[config.mk]
export PLATFORM = sky130hd
export DESIGN_NAME = line_token_number_classifier
export DESIGN_NICKNAME = d
export VERILOG_FILES = /design/src/rtl/core/ltnc_pkg.sv /design/src/rtl/core/line_token_number_classifier.sv
export SDC_FILE = /design/constraint.sdc
export NUM_CORES = 1
export LEC_CHECK = 0
export ABC_AREA = 0
export BUFFER_PORTS_ARGS = -buffer_cell sky130_fd_sc_hd__buf_4
export CORE_ASPECT_RATIO = 1.4
export CORE_MARGIN = 8
export CORE_UTILIZATION = 65
export CTS_BUF_LIST = sky130_fd_sc_hd__clkbuf_8
export DETAILED_ROUTE_END_ITERATION = 8
export HOLD_SLACK_MARGIN = 0.12
export PLACE_DENSITY = 0.9
export REMOVE_ABC_BUFFERS = 1
export SYNTH_ARGS = -nofsm -noshare
export SYNTH_HDL_FRONTEND = slang
export SYNTH_SLANG_ARGS = --single-unit
[constraint.sdc]
create_clock -name clk -period 9.7 [get_ports clk]
set_input_delay 1.94 -clock clk [delete_from_list [all_inputs] [get_ports clk]]
set_output_delay 1.94 -clock clk [all_outputs]
set_load 0.005 [all_outputs]
[src/rtl/core/ltnc_pkg.sv]
// ----------------------------------------------------------------------------
// ltnc_pkg: shared types and constants for the line token classifier
// Transfer payloads, parse phases, token kinds and character codes.
// ----------------------------------------------------------------------------
package ltnc_pkg;

  typedef struct packed {
    logic [7:0] text_byte;
    logic       end_of_input;
  } in_item_t;

  typedef struct packed {
    logic [2:0]  token_kind;
    logic [63:0] integer_value;
    logic        line_end;
    logic        stream_end;
    logic        line_bad;
    logic        line_is_comment;
  } out_item_t;

  typedef enum logic [1:0] {
    PH_START = 2'd0,
    PH_GAP   = 2'd1,
    PH_TOKEN = 2'd2,
    PH_SKIP  = 2'd3
  } phase_t;

  // running class candidates and float-form tracking
  typedef struct packed {
    logic dec;
    logic oct;
    logic hex;
    logic flt;
    logic saw_e;
    logic saw_dot;
    logic last_e;
    logic last_sign;
    logic lead_dot;
  } class_flags_t;

  localparam class_flags_t CF_RESET = '{dec: 1'b1, oct: 1'b1, hex: 1'b1, flt: 1'b1,
                                        default: 1'b0};

  localparam logic [2:0] KIND_NONE  = 3'd0;
  localparam logic [2:0] KIND_WORD  = 3'd1;
  localparam logic [2:0] KIND_DEC   = 3'd2;
  localparam logic [2:0] KIND_OCT   = 3'd3;
  localparam logic [2:0] KIND_HEX   = 3'd4;
  localparam logic [2:0] KIND_FLOAT = 3'd5;

  localparam logic REG_LEGAL_LOW  = 1'b0;
  localparam logic REG_LEGAL_HIGH = 1'b1;

  localparam logic [7:0] LEGAL_LOW_RST  = 8'd33;
  localparam logic [7:0] LEGAL_HIGH_RST = 8'd126;

  localparam logic [2:0] INF_FAIL = 3'd7;

  localparam logic [7:0] CH_TAB     = 8'd9;
  localparam logic [7:0] CH_NEWLINE = 8'd10;
  localparam logic [7:0] CH_CR      = 8'd13;
  localparam logic [7:0] CH_SPACE   = 8'd32;
  localparam logic [7:0] CH_HASH    = 8'h23;
  localparam logic [7:0] CH_PLUS    = 8'h2B;
  localparam logic [7:0] CH_MINUS   = 8'h2D;
  localparam logic [7:0] CH_DOT     = 8'h2E;
  localparam logic [7:0] CH_0       = 8'h30;
  localparam logic [7:0] CH_1       = 8'h31;
  localparam logic [7:0] CH_7       = 8'h37;
  localparam logic [7:0] CH_9       = 8'h39;
  localparam logic [7:0] CH_UA      = 8'h41;
  localparam logic [7:0] CH_UZ      = 8'h5A;
  localparam logic [7:0] CH_A       = 8'h61;
  localparam logic [7:0] CH_E       = 8'h65;
  localparam logic [7:0] CH_F       = 8'h66;
  localparam logic [7:0] CH_I       = 8'h69;
  localparam logic [7:0] CH_N       = 8'h6E;
  localparam logic [7:0] CH_X       = 8'h78;

  function automatic logic is_sign(input logic [7:0] c);
    return (c == CH_PLUS) || (c == CH_MINUS);
  endfunction

  function automatic logic is_space(input logic [7:0] c);
    return (c == CH_SPACE) || ((c >= CH_TAB) && (c <= CH_CR));
  endfunction

  // letters of "inf", by position
  function automatic logic [7:0] inf_char(input logic [1:0] q);
    logic [7:0] r;
    case (q)
      2'd0:    r = CH_I;
      2'd1:    r = CH_N;
      default: r = CH_F;
    endcase
    return r;
  endfunction

endpackage

[src/rtl/core/line_token_number_classifier.sv]
// ----------------------------------------------------------------------------
// line_token_number_classifier
// Splits a byte stream into lines and whitespace-separated tokens and
// classifies each token as word, decimal, octal, hex or float.
// ----------------------------------------------------------------------------
// Usage:
//   in_*  : one text byte per transfer (or an end-of-input marker).
//   out_* : at most one result per input byte: token kind, integer value and
//           line / stream closing flags.
//   cfg_* : legal byte range for token characters; write only while idle.
// Latency: a result appears on out_* the cycle after the byte that causes it
//   is accepted (one register stage).
// Throughput: one byte per cycle. All parsing state updates in the accept
//   cycle; the per-byte path is three constant multiply-accumulates (x10,
//   x8, x16) on VALUE_BITS-wide accumulators plus flag logic.
// Reset: synchronous, active low; parser returns to line start, legal range
//   returns to 33..126, output register empties.
// Stall: the output register holds its result while out_stall is high; the
//   input is stalled only when that register is full and stalled.
// ----------------------------------------------------------------------------
module line_token_number_classifier #(
  parameter int VALUE_BITS = 64
) (
  input  logic                 clk,
  input  logic                 rst_n,
  // input channel
  input  logic                 in_valid,
  output logic                 in_stall,
  input  ltnc_pkg::in_item_t   in_data,
  // result channel
  output logic                 out_valid,
  input  logic                 out_stall,
  output ltnc_pkg::out_item_t  out_data,
  // configuration
  input  logic                 cfg_wr_en,
  input  logic                 cfg_index,
  input  logic [7:0]           cfg_wr_data
);

  // accumulator plus room for one x16 step
  localparam int WB = VALUE_BITS + 4;

  // ---------------------------------------------------------------- state
  logic [7:0]             legal_low_r, legal_high_r;
  ltnc_pkg::phase_t       phase_r, phase_nxt;
  logic                   bad_r, bad_nxt;
  logic                   cmt_r, cmt_nxt;

  // token state: only read while phase_r is PH_TOKEN, so no reset
  logic [2:0]             pos_r, pos_nxt;
  logic [7:0]             fc0_r, fc0_nxt;
  logic [7:0]             fc1_r, fc1_nxt;
  ltnc_pkg::class_flags_t cf_r, cf_nxt;
  logic [2:0]             inf_r, inf_nxt;
  logic [VALUE_BITS-1:0]  acc_dec_r, acc_dec_nxt;
  logic [VALUE_BITS-1:0]  acc_oct_r, acc_oct_nxt;
  logic [VALUE_BITS-1:0]  acc_hex_r, acc_hex_nxt;
  logic [2:0]             ovf_r, ovf_nxt;

  logic                   out_valid_r;
  ltnc_pkg::out_item_t    out_data_r, out_data_nxt;

  logic                   in_accept;
  logic                   emit;

  assign in_stall  = out_valid_r && out_stall;
  assign in_accept = in_valid && !in_stall;
  assign out_valid = out_valid_r;
  assign out_data  = out_data_r;

  // ---------------------------------------------------------------- classify
  // Classification of the token held in the state registers.
  logic                   c0_sign, float_ok;
  logic [2:0]             cls_kind;
  logic [VALUE_BITS-1:0]  cls_value;

  always_comb begin
    c0_sign   = ltnc_pkg::is_sign(fc0_r);
    float_ok  = cf_r.flt && !cf_r.last_e && !cf_r.last_sign && !cf_r.lead_dot;
    cls_kind  = float_ok ? ltnc_pkg::KIND_FLOAT : ltnc_pkg::KIND_WORD;
    cls_value = '0;
    if (inf_r == (c0_sign ? 3'd4 : 3'd3)) begin
      cls_kind = ltnc_pkg::KIND_FLOAT;
    end else if (fc0_r == ltnc_pkg::CH_0) begin
      if (pos_r >= 3'd2 && fc1_r == ltnc_pkg::CH_X && cf_r.hex) begin
        cls_kind  = ovf_r[2] ? ltnc_pkg::KIND_WORD : ltnc_pkg::KIND_HEX;
        cls_value = ovf_r[2] ? '0 : acc_hex_r;
      end else if (cf_r.oct) begin
        cls_kind  = ovf_r[1] ? ltnc_pkg::KIND_WORD : ltnc_pkg::KIND_OCT;
        cls_value = ovf_r[1] ? '0 : acc_oct_r;
      end else if (cf_r.dec) begin
        cls_kind  = ovf_r[0] ? ltnc_pkg::KIND_WORD : ltnc_pkg::KIND_DEC;
        cls_value = ovf_r[0] ? '0 : acc_dec_r;
      end
    end else if (fc0_r >= ltnc_pkg::CH_1 && fc0_r <= ltnc_pkg::CH_9 && cf_r.dec) begin
      cls_kind  = ovf_r[0] ? ltnc_pkg::KIND_WORD : ltnc_pkg::KIND_DEC;
      cls_value = ovf_r[0] ? '0 : acc_dec_r;
    end
  end

  // ---------------------------------------------------------------- byte step
  logic [7:0]             ch, lc;
  logic                   is_dig, is_sgn, is_hexl, at_start, signed0;
  logic [3:0]             dval, hval;
  logic [2:0]             p, q;
  logic [WB-1:0]          dec_sum, oct_sum, hex_sum;
  // token base: continue the current token, or start from a clean one
  logic [2:0]             b_pos;
  logic [7:0]             b_fc0, b_fc1;
  ltnc_pkg::class_flags_t b_cf;
  logic [2:0]             b_inf;
  logic [VALUE_BITS-1:0]  b_dec, b_oct, b_hex;
  logic [2:0]             b_ovf;
  logic                   lend, send;
  logic [2:0]             kind;
  logic [VALUE_BITS-1:0]  value;

  always_comb begin
    ch = in_data.text_byte;
    lc = (ch >= ltnc_pkg::CH_UA && ch <= ltnc_pkg::CH_UZ) ? ch + 8'd32 : ch;

    if (phase_r == ltnc_pkg::PH_TOKEN) begin
      b_pos = pos_r;  b_fc0 = fc0_r;  b_fc1 = fc1_r;  b_cf = cf_r;  b_inf = inf_r;
      b_dec = acc_dec_r;  b_oct = acc_oct_r;  b_hex = acc_hex_r;  b_ovf = ovf_r;
    end else begin
      b_pos = '0;  b_fc0 = '0;  b_fc1 = '0;  b_cf = ltnc_pkg::CF_RESET;  b_inf = '0;
      b_dec = '0;  b_oct = '0;  b_hex = '0;  b_ovf = '0;
    end

    p       = b_pos;
    is_dig  = (lc >= ltnc_pkg::CH_0) && (lc <= ltnc_pkg::CH_9);
    is_sgn  = ltnc_pkg::is_sign(lc);
    is_hexl = (lc >= ltnc_pkg::CH_A) && (lc <= ltnc_pkg::CH_F);
    dval    = 4'(lc - ltnc_pkg::CH_0);
    hval    = is_dig ? dval : 4'(lc - ltnc_pkg::CH_A + 8'd10);

    // constant multiply-accumulate; any carry past VALUE_BITS is overflow
    dec_sum = ({4'b0, b_dec} << 3) + ({4'b0, b_dec} << 1) + WB'(dval);
    oct_sum = ({4'b0, b_oct} << 3) + WB'(dval);
    hex_sum = ({4'b0, b_hex} << 4) + WB'(hval);

    pos_nxt = (p < 3'd7) ? p + 3'd1 : 3'd7;
    fc0_nxt = (p == 3'd0) ? lc : b_fc0;
    fc1_nxt = (p == 3'd1) ? lc : b_fc1;
    signed0 = ltnc_pkg::is_sign(fc0_nxt);

    acc_dec_nxt = b_dec;  acc_oct_nxt = b_oct;  acc_hex_nxt = b_hex;
    ovf_nxt = b_ovf;
    cf_nxt  = b_cf;

    if (is_dig) begin
      if (!b_ovf[0]) begin
        if (dec_sum[WB-1:VALUE_BITS] != '0) ovf_nxt[0] = 1'b1;
        else acc_dec_nxt = dec_sum[VALUE_BITS-1:0];
      end
    end else begin
      cf_nxt.dec = 1'b0;
    end

    if (lc >= ltnc_pkg::CH_0 && lc <= ltnc_pkg::CH_7) begin
      if (!b_ovf[1]) begin
        if (oct_sum[WB-1:VALUE_BITS] != '0) ovf_nxt[1] = 1'b1;
        else acc_oct_nxt = oct_sum[VALUE_BITS-1:0];
      end
    end else begin
      cf_nxt.oct = 1'b0;
    end

    if (p == 3'd1) begin
      if (lc != ltnc_pkg::CH_X) cf_nxt.hex = 1'b0;
    end else if (p >= 3'd2) begin
      if (is_dig || is_hexl) begin
        if (!b_ovf[2]) begin
          if (hex_sum[WB-1:VALUE_BITS] != '0) ovf_nxt[2] = 1'b1;
          else acc_hex_nxt = hex_sum[VALUE_BITS-1:0];
        end
      end else begin
        cf_nxt.hex = 1'b0;
      end
    end

    // float form tracking
    at_start = (p == 3'd0) || (p == 3'd1 && signed0);
    if (p == 3'd0 && is_sgn) begin
      cf_nxt.last_sign = 1'b1;
    end else begin
      if (cf_nxt.lead_dot && lc == ltnc_pkg::CH_E) cf_nxt.flt = 1'b0;
      cf_nxt.lead_dot = 1'b0;
      if (is_sgn) begin
        if (!cf_nxt.last_e) cf_nxt.flt = 1'b0;
      end else if (lc == ltnc_pkg::CH_E) begin
        if (cf_nxt.saw_e || at_start) cf_nxt.flt = 1'b0;
        cf_nxt.saw_e = 1'b1;
      end else if (lc == ltnc_pkg::CH_DOT) begin
        if (cf_nxt.saw_dot || cf_nxt.saw_e) cf_nxt.flt = 1'b0;
        cf_nxt.saw_dot = 1'b1;
        if (at_start) cf_nxt.lead_dot = 1'b1;
      end else if (!is_dig) begin
        cf_nxt.flt = 1'b0;
      end
      cf_nxt.last_e    = (lc == ltnc_pkg::CH_E);
      cf_nxt.last_sign = is_sgn;
    end

    // "inf" / "+inf" / "-inf" matcher
    q       = signed0 ? p - 3'd1 : p;
    inf_nxt = b_inf;
    if (b_inf != ltnc_pkg::INF_FAIL) begin
      if (p == 3'd0 && is_sgn) begin
        inf_nxt = 3'd1;
      end else if (q < 3'd3 && lc == ltnc_pkg::inf_char(q[1:0])) begin
        inf_nxt = p + 3'd1;
      end else begin
        inf_nxt = ltnc_pkg::INF_FAIL;
      end
    end

    // line-level control
    phase_nxt = phase_r;
    bad_nxt   = bad_r;
    cmt_nxt   = cmt_r;
    emit = 1'b0;  lend = 1'b0;  send = 1'b0;
    kind = ltnc_pkg::KIND_NONE;
    value = '0;

    if (in_data.end_of_input) begin
      if (phase_r == ltnc_pkg::PH_TOKEN) begin
        kind = cls_kind;  value = cls_value;
      end
      emit = 1'b1;  lend = 1'b1;  send = 1'b1;
    end else if (phase_r == ltnc_pkg::PH_SKIP) begin
      if (ch == ltnc_pkg::CH_NEWLINE) begin
        emit = 1'b1;  lend = 1'b1;
      end
    end else if (phase_r == ltnc_pkg::PH_START && ch == ltnc_pkg::CH_HASH) begin
      cmt_nxt   = 1'b1;
      phase_nxt = ltnc_pkg::PH_SKIP;
    end else if (ltnc_pkg::is_space(ch)) begin
      if (phase_r == ltnc_pkg::PH_TOKEN) begin
        kind = cls_kind;  value = cls_value;  emit = 1'b1;
      end
      if (ch == ltnc_pkg::CH_NEWLINE) begin
        emit = 1'b1;  lend = 1'b1;
      end
      if (phase_r == ltnc_pkg::PH_TOKEN || phase_r == ltnc_pkg::PH_START) begin
        phase_nxt = ltnc_pkg::PH_GAP;
      end
    end else if (ch < legal_low_r || ch > legal_high_r) begin
      bad_nxt   = 1'b1;
      phase_nxt = ltnc_pkg::PH_SKIP;
    end else begin
      phase_nxt = ltnc_pkg::PH_TOKEN;
    end

    // a closed line or stream restarts line state; the token state is
    // discarded implicitly since phase leaves PH_TOKEN
    if (lend) begin
      phase_nxt = ltnc_pkg::PH_START;
      bad_nxt   = 1'b0;
      cmt_nxt   = 1'b0;
    end

    out_data_nxt.token_kind      = kind;
    out_data_nxt.integer_value   = 64'(value);
    out_data_nxt.line_end        = lend;
    out_data_nxt.stream_end      = send;
    out_data_nxt.line_bad        = lend && bad_r;
    out_data_nxt.line_is_comment = lend && cmt_r;
  end

  // ---------------------------------------------------------------- registers
  always_ff @(posedge clk) begin
    if (!rst_n) begin
      legal_low_r  <= ltnc_pkg::LEGAL_LOW_RST;
      legal_high_r <= ltnc_pkg::LEGAL_HIGH_RST;
    end else if (cfg_wr_en) begin
      case (cfg_index)
        ltnc_pkg::REG_LEGAL_LOW:  legal_low_r  <= cfg_wr_data;
        default:                  legal_high_r <= cfg_wr_data;
      endcase
    end
  end

  always_ff @(posedge clk) begin
    if (!rst_n) begin
      phase_r     <= ltnc_pkg::PH_START;
      bad_r       <= 1'b0;
      cmt_r       <= 1'b0;
      out_valid_r <= 1'b0;
    end else begin
      if (in_accept) begin
        phase_r <= phase_nxt;
        bad_r   <= bad_nxt;
        cmt_r   <= cmt_nxt;
      end
      if (in_accept && emit) out_valid_r <= 1'b1;
      else if (!out_stall)   out_valid_r <= 1'b0;
    end
  end

  // token registers load only when a character joins a token
  always_ff @(posedge clk) begin
    if (in_accept && phase_nxt == ltnc_pkg::PH_TOKEN) begin
      pos_r     <= pos_nxt;
      fc0_r     <= fc0_nxt;
      fc1_r     <= fc1_nxt;
      cf_r      <= cf_nxt;
      inf_r     <= inf_nxt;
      acc_dec_r <= acc_dec_nxt;
      acc_oct_r <= acc_oct_nxt;
      acc_hex_r <= acc_hex_nxt;
      ovf_r     <= ovf_nxt;
    end
    if (in_accept && emit) out_data_r <= out_data_nxt;
  end

endmodule

==> metrics.log, run 1 <==
[metrics] number of design-rule violations left by the first detailed-router iteration: ~2200
[metrics] count of pins on the block boundary: 96
[metrics] Port Buffers: between 90 and 100
[metrics] total iterations of the first detailed-routing run: 8
[metrics] number of antenna violations at the first check in global routing: 1
[metrics] floorplan die area: between 0.03 and 0.04 sq mm
[metrics] Fmax achieved: between 0.1 and 0.15 GHz
[metrics] number of placement rows: between 70 and 80
[metrics] Final Skew: 0.0308 ns
[metrics] biggest fanout along the worst timing path: between 50 and 60
[metrics] vias after detailed routing: 18200
[metrics] #FFs+latches synth: between 300 and 400
[metrics] run status: complete, no violations
[metrics] maximum level of the CTS H-tree: 2
[metrics] parity-gate share of the synthesized area counting xor and xnor cells: 4.57%
[metrics] most used routing layer in global routing: met2
[metrics] number of sinks on the clock net: ~320
[metrics] category of the worst setup path launch point: register
[metrics] worst supply voltage drop on vdd: 0.000121 V
[metrics] path type of the worst min-delay path: register to register
[metrics] setup slack of the critical path after layout: between 2 and 3 ns
[metrics] data required time of the critical path: 10.17 ns
[metrics] Place WS: around 2.5 ns
[metrics] Vias/cell: ~6.7
[metrics] global route overflow: 0
[metrics] Arr. time, crit path: roughly 7.2 ns
[metrics] vias in the first global route: 18400
[metrics] delay contributed by the slowest stage of the critical path: between 0.7 and 0.8 ns
[metrics] post-cts repair resize count: 0
[metrics] fin nets: between 2000 and 2500
[metrics] Worst path slowest cell: sky130_fd_sc_hd__nor2b_4
[metrics] antenna violation net count after detailed routing: 0
[metrics] Synth Area in Compound Gates: between 20% and 30%
[metrics] setup tns final: 0 ns
[metrics] number of warnings printed during yosys synthesis: 0
[metrics] drt wl/cell: roughly 21 um
[metrics] Fin. Hold Viols: 0
[metrics] area share of and/or/nand/nor cells after synthesis: 17.6%
[metrics] post-CTS setup buffers: 0
[metrics] number of enable flip-flop cells after synthesis: just under 300
[metrics] sequential cell area fraction in the yosys report: between 40% and 50%
[metrics] CTS buffer count: 49
[metrics] clk buf depth: 3
[metrics] starting utilization of the core area: 65.9%
[metrics] normalized max-slew margin: 26.9%
[metrics] total of max-cap violations: 0
[metrics] All-Layer GR Usage: between 20% and 30%
[metrics] Root Buffer: sky130_fd_sc_hd__clkbuf_8
[metrics] total instance count after detailed placement: 2644
[metrics] dominant combinational cell family by area after synthesis: compound AO/OA/AOI/OAI gates
[metrics] area of the core: 0.0323 sq mm
[metrics] Die Height: roughly 230 um
[metrics] first-pass GRT wire length: about 94 mm
[metrics] syn_area_per_cell: between 9 and 10 sq um
[metrics] fraction of layout cells with a size suffix above 1: around a tenth
[metrics] half-perimeter wire length of the detailed placement result: a little over 40 mm
[metrics] cell repeated most along the worst path: sky130_fd_sc_hd__buf_4
[metrics] Syn Std Cell Area: between 0.02 and 0.025 sq mm
[metrics] DRC violations left: 0
[metrics] most common flop cell mapped by yosys: sky130_fd_sc_hd__edfxtp_1
[metrics] worst-skew pair later-pin latency: around 0.62 ns
[metrics] clock tree from TritonCTS: built
[metrics] post-route cell area: around 0.023 sq mm
[metrics] total routed wirelength: about 58 mm
[metrics] clock-pin slew of the registers on the worst-case setup and hold paths: roughly 0.070 ns
[metrics] Async SR Flop Fraction: 0%
[metrics] power after layout: 3.01 mW
[metrics] power density of the placed cells: 130 mW/mm^2
[metrics] total setup violations reported at the end of the flow: 0
[metrics] slew at the pin closest to its max-slew limit: between 1 and 1.5 ns
[metrics] post-synthesis cell count: around 2200
[metrics] endpoint kind of the worst setup timing path: register
[metrics] pin count of the biggest net entering global routing: between 100 and 150
[metrics] GR Layer Usage met2: 51.5%
[metrics] final worst path period need: 6.74 ns
[metrics] final cycle utilization of the critical path: 69.5%
[metrics] met3 track demand over resource in global routing: 4.51%
[metrics] met1 Use GR: roughly a third
[metrics] unrepaired setup endpoints after global routing: false
[metrics] Placement Cell Area: about 0.022 sq mm
[metrics] synthesized-area fraction occupied by adder cells: a little under a tenth
[metrics] post-cts hold buffer count: 0
[metrics] proportion of synthesized area in mux cells: less than 1%
[metrics] GPL Wtd Cong: 1.00
[metrics] number of non-filler instances in the completed layout: 2733
[metrics] number of distinct library cell variants in the gate-level netlist after synthesis: 81
[metrics] area growth from synthesis to layout: 8.71%
[metrics] Static Leakage: 9.14 nW
[metrics] number of max-slew violations in the final report: 0
[metrics] cell chain of the critical path: nor2b_4 > buf_4 > buf_4 > and2_1 > ha_1 > ha_1 > a21o_1 > a21o_1 > a21oi_1 > nand3b_1 > a311oi_1 > o21ai_0 > a21oi_1 > nand2_1 > a211oi_2 > and3_2 > buf_4 > a32o_1
[metrics] die width: between 150 and 200 um
[metrics] start-to-end type of the worst setup path: register to register
==> synthesized netlist by cell type, drive strengths merged (16+ instances only) <==
master | count | area share (%)
nand2 | 348 | 6.1
nand4 | 39 | 1.1
o21bai | 18 | 0.63
o211ai | 17 | 0.60
and2 | 80 | 2.4
xor2 | 49 | 2.0
a21boi | 16 | 0.56
xnor2 | 62 | 2.5
a22oi | 53 | 1.9
a21o | 55 | 1.9
edfxtp | 297 | 42
clkbuf | 91 | 1.6
inv | 48 | 0.85
a22o | 77 | 3.2
nor3 | 20 | 0.47
and3 | 33 | 0.97
o21ai | 92 | 2.2
ha | 154 | 9.0
nor2 | 119 | 2.1
buf | 46 | 1.2
nand3 | 58 | 1.4
a211oi | 18 | 0.66
a21oi | 217 | 5.1
dfxtp | 21 | 2.0
==> area by class of cell <==
cell class | instances | area (sq um)
Clock inverter | 34 | 220
Clock buffer | 54 | 743
Inverter | 48 | 188
Timing Repair Buffer | 113 | 848
Tap cell | 440 | 551
Multi-Input combinational cell | 1725 | 11300
Sequential cell | 318 | 9340
Antenna cell | 1 | 2.50
Fill cell | 2342 | 9150
==> layer usage <==
| metal | wire length, um | vias to the layer above |
|---|---|---|
| met5 | 0 | - |
| met4 | 2980 | 0 |
| met3 | 4290 | 248 |
| met2 | 29300 | 954 |
| met1 | 21700 | 8663 |
| li1 | - | 8358 |
==> report_power, final <==
| group | total [mW] | switching, mW | internal [mW] |
|---|---|---|---|
| clock network | 1.14 | 0.544 | 0.591 |
| registers | 1.58 | 0.0345 | 1.54 |
| logic | 0.294 | 0.187 | 0.107 |
| total | 3.01 | 0.766 | 2.24 |
==> path summary, 6_finish.rpt <==
check / cells past startpoint / to / startpoint / slack (ns)
worst min register to register: 2 / legal_low_r[6] / legal_low_r[6] / 0.47
worst max-delay path: 18 / acc_dec_r[54] / phase_r[1] / 2.96
worst max register to register: 18 / acc_dec_r[54] / phase_r[1] / 2.96
worst min-delay path: 2 / legal_low_r[6] / legal_low_r[6] / 0.47
==> worst max-delay path, delay by kind of cell, from the launching register on <==
family	cells	cell delay (ns)
AOI/OAI and AO/OA	8	1.81
and+or+nand+nor	5	1.95
adders and majority gates	2	0.64
DFF	1	0.58
buffers and inverters	3	1.58
==> cell families (layout without fill, tap and decap cells) <==
| logic type | count (synthesis) | after routing |
|---|---|---|
| buffers and inverters | 185 | 249 |
| adders and majority gates | 155 | 155 |
| AOI/OAI and AO/OA | 669 | 669 |
| other | 0 | 1 |
| DFF | 318 | 318 |
| and+or+nand+nor | 787 | 787 |
| muxes | 3 | 3 |
| xor gates and xnor gates | 111 | 111 |
==> layout by cell type, fill, tap and decap left out, drive strengths merged, types with 15 or more instances in the layout <==
cell type  synthesis  layout
a211oi            18      18
a21boi            16      16
a21o              55      55
a21oi            217     217
a22o              77      77
a22oi             53      53
a31oi             15      15
and2              80      80
and3              33      33
buf               46     113
clkbuf            91      54
dfxtp             21      21
edfxtp           297     297
ha               154     154
inv               48      68
nand2            348     348
nand3             58      58
nand4             39      39
nor2             119     119
nor3              20      20
o211ai            17      17
o21ai             92      92
o21bai            18      18
o31ai             15      15
xnor2             62      62
xor2              49      49
==> stage by stage <==
| stage | util [%] | hold WS (ns) |
|---|---|---|
| floorplan | - | 0.428 |
| global placement | 68.7 | 0.443 |
| detailed placement | 68.7 | 0.461 |
| CTS | 71.7 | 0.470 |
| global route | 71.7 | 0.506 |
| finish | 71.7 | 0.468 |
==> sequential cells by signal, indices dropped and copies added (netlist names), 9 cells and up <==
name and count:
acc_dec_r 64, cf_r 9, acc_oct_r 64, acc_hex_r 64, out_data 71
Note: power is estimated with default switching activity, not from simulation.
==> run 2: changes to the inputs <==
Settings changed: CORE_UTILIZATION 65 to 58, PLACE_DENSITY 0.9 to 0.85.
Clock period 9.7 ns to 6 ns, I/O delays scaled along.
==> metrics.log, run 2 (synthesis results as in run 1) <==
[metrics] half-perimeter wire length of the detailed placement result: between 40 and 50 mm
[metrics] post-cts hold buffer count: 0
[metrics] path type of the worst min-delay path: register to register
[metrics] dominant delay contributor by cell family on the critical path: compound AO/OA/AOI/OAI gates
[metrics] Worst path slowest cell: sky130_fd_sc_hd__nor2b_4
[metrics] setup slack of the critical path after layout: 0.486 ns
[metrics] number of antenna violations at the first check in global routing: 1
[metrics] register-to-register setup slack: 0.49 ns
[metrics] fin nets: between 2000 and 2500
[metrics] DRC violations left: 0
[metrics] Port Buffers: 95
[metrics] All-Layer GR Usage: 26.3%
[metrics] fraction of layout cells with a size suffix above 1: between 10% and 20%
[metrics] clock-pin slew of the registers on the worst-case setup and hold paths: 0.06 ns
[metrics] maximum level of the CTS H-tree: 2
[metrics] Fin. Hold Viols: 0
[metrics] normalized max-slew margin: about a third
[metrics] Arr. time, crit path: slightly below 6 ns
[metrics] count of pins on the block boundary: 96
[metrics] delay contributed by the slowest stage of the critical path: between 0.5 and 0.6 ns
[metrics] number of sinks on the clock net: roughly 320
[metrics] worst path bufs/invs: 2
[metrics] clock tree from TritonCTS: built
[metrics] biggest fanout along the worst timing path: 25
[metrics] area of the core: about 0.036 sq mm
[metrics] final cycle utilization of the critical path: between 90% and 100%
[metrics] worst reg2reg endpoint: acc_dec_r[48]
[metrics] total instance count after detailed placement: between 2000 and 3000
[metrics] category of the worst setup path launch point: register
[metrics] power density of the placed cells: ~210 mW/mm^2
[metrics] total setup violations reported at the end of the flow: 0
[metrics] post-cts repair resize count: 0
[metrics] total routed wirelength: around 58 mm
[metrics] GPL Wtd Cong: 1.03
[metrics] drt wl/cell: approximately 21 um
[metrics] data required time of the critical path: 6.35 ns
[metrics] worst supply voltage drop on vdd: ~0.00016 V
[metrics] worst setup path endpoint: acc_dec_r[48]
[metrics] most frequent cells in the layout: sky130_fd_sc_hd__nand2_1 (348), sky130_fd_sc_hd__edfxtp_1 (297), sky130_fd_sc_hd__a21oi_1 (214), sky130_fd_sc_hd__ha_1 (154), sky130_fd_sc_hd__buf_4 (133)
[metrics] floorplan die area: 0.0432 sq mm
[metrics] setup tns final: 0 ns
[metrics] number of design-rule violations left by the first detailed-router iteration: 2201
[metrics] antenna violation net count after detailed routing: 0
[metrics] area growth from synthesis to layout: 10.7%
[metrics] total of max-cap violations: 0
[metrics] Fmax achieved: 0.181 GHz
[metrics] startpoint of the most critical setup path: phase_r[1]
[metrics] RR Startpoint: phase_r[1]
[metrics] vias after detailed routing: approximately 18000
[metrics] CTS buffer count: between 40 and 50
[metrics] number of non-filler instances in the completed layout: approximately 2800
[metrics] worst-skew pair later-pin latency: 0.61 ns
[metrics] run status: complete, no violations
[metrics] endpoint kind of the worst setup timing path: register
[metrics] cell chain of the critical path: nor2b_4 > nand2_1 > xnor2_1 > ha_1 > a31o_2 > ha_1 > o211a_1 > a2111oi_2 > buf_4 > o21ai_1 > and4b_1 > a211o_1 > a21oi_2 > o221ai_1 > xor2_1 > a211oi_2 > a21oi_4 > buf_4 > a22o_1
[metrics] Vias/cell: about 6.5
[metrics] total iterations of the first detailed-routing run: 8
[metrics] Root Buffer: sky130_fd_sc_hd__clkbuf_8
[metrics] first-pass GRT wire length: approximately 92 mm
[metrics] Final Skew: 0.0313 ns
[metrics] slew at the pin closest to its max-slew limit: around 1.0 ns
[metrics] die width: 178 um
[metrics] depth of the most critical reg-to-reg path: 19
[metrics] starting utilization of the core area: just under 60%
[metrics] number of placement rows: 83
[metrics] global route overflow: 0
[metrics] final core utilization: approximately 65%
[metrics] post-CTS setup buffers: 0
[metrics] clk buf depth: 3
[metrics] unrepaired setup endpoints after global routing: false
[metrics] Place WS: around 0.37 ns
[metrics] Crit. path cell count: 19
[metrics] leading cell type in the layout, fill and taps excluded: sky130_fd_sc_hd__nand2_1
[metrics] pin count of the biggest net entering global routing: 88
[metrics] Die Height: roughly 240 um
[metrics] Filler Cells Inserted: approximately 2900
[metrics] number of max-slew violations in the final report: 0
[metrics] Largest register FFs: 71
[metrics] start-to-end type of the worst setup path: register to register
[metrics] final worst path period need: around 5.5 ns
[metrics] vias in the first global route: ~18000
[metrics] Static Leakage: between 9 and 10 nW
==> run 2: cell count changes in the layout (fill, tap and decap cells not counted), sizes merged <==
cell      before  now
clkinv        11   16
bufinv         3    7
clkinvlp       0    2
buf          113  139
inv           68   60
==> run 2: metal layers <==
layer	track usage, %	vias up	share of wire (%)	wire, um
li1	-	8422	-	-
met1	30.5	8774	37	21400
met2	45.3	856	51	29700
met3	4.26	195	7.2	4170
met4	14.2	0	5.2	3030
met5	0	-	0	0
==> run 2: cell type report <==
type	instances	area (sq um)	area share (%)
antenna	1	2.50	0.0106
timing repair buffer	139	1120	4.75
sequential	318	9340	39.6
multi-input combinational	1725	11200	47.7
inverter	48	188	0.796
clock buffer	54	743	3.15
clock inverter	37	339	1.44
tap	467	584	2.48
==> run 2: power by group <==
part           switching (mW)  internal (mW)  total (mW)
logic                   0.307          0.184       0.492
registers              0.0533           2.50        2.55
clock network           0.891           1.13        2.02
total                    1.25           3.81        5.06
==> run 2: tightest hold or removal path: cells and delay by family, from the launching register on <==
| family | cells | cell delay, ns |
|---|---|---|
| AO/OA/AOI/OAI | 1 | 0.07 |
| flip-flops | 1 | 0.31 |
| AND/OR/NAND/NOR | 1 | 0.05 |
==> run 2: worst min-delay path by stage <==
stage                     slack, ns       startpoint  depth (start not counted)         endpoint
after global placement         0.45            cmt_r                          2            cmt_r
after detailed placement       0.46   legal_low_r[4]                          2   legal_low_r[4]
after global routing           0.49   legal_low_r[6]                          2   legal_low_r[6]
final                          0.47  legal_high_r[7]                          2  legal_high_r[7]
after floorplan                0.43            cmt_r                          2            cmt_r
after CTS                      0.47   legal_low_r[4]                          2   legal_low_r[4]
==> run 2: per-stage QoR <==
stage	cell area, sq um	hold slack (ns)	power [mW]
4_1_cts	23600	0.470	5.07
3_5_place_dp	22500	0.461	3.08
5_1_grt	23600	0.486	5.22
3_3_place_gp	22500	0.446	3.06
2_1_floorplan	20700	0.428	2.90
6_report	23600	0.468	5.06
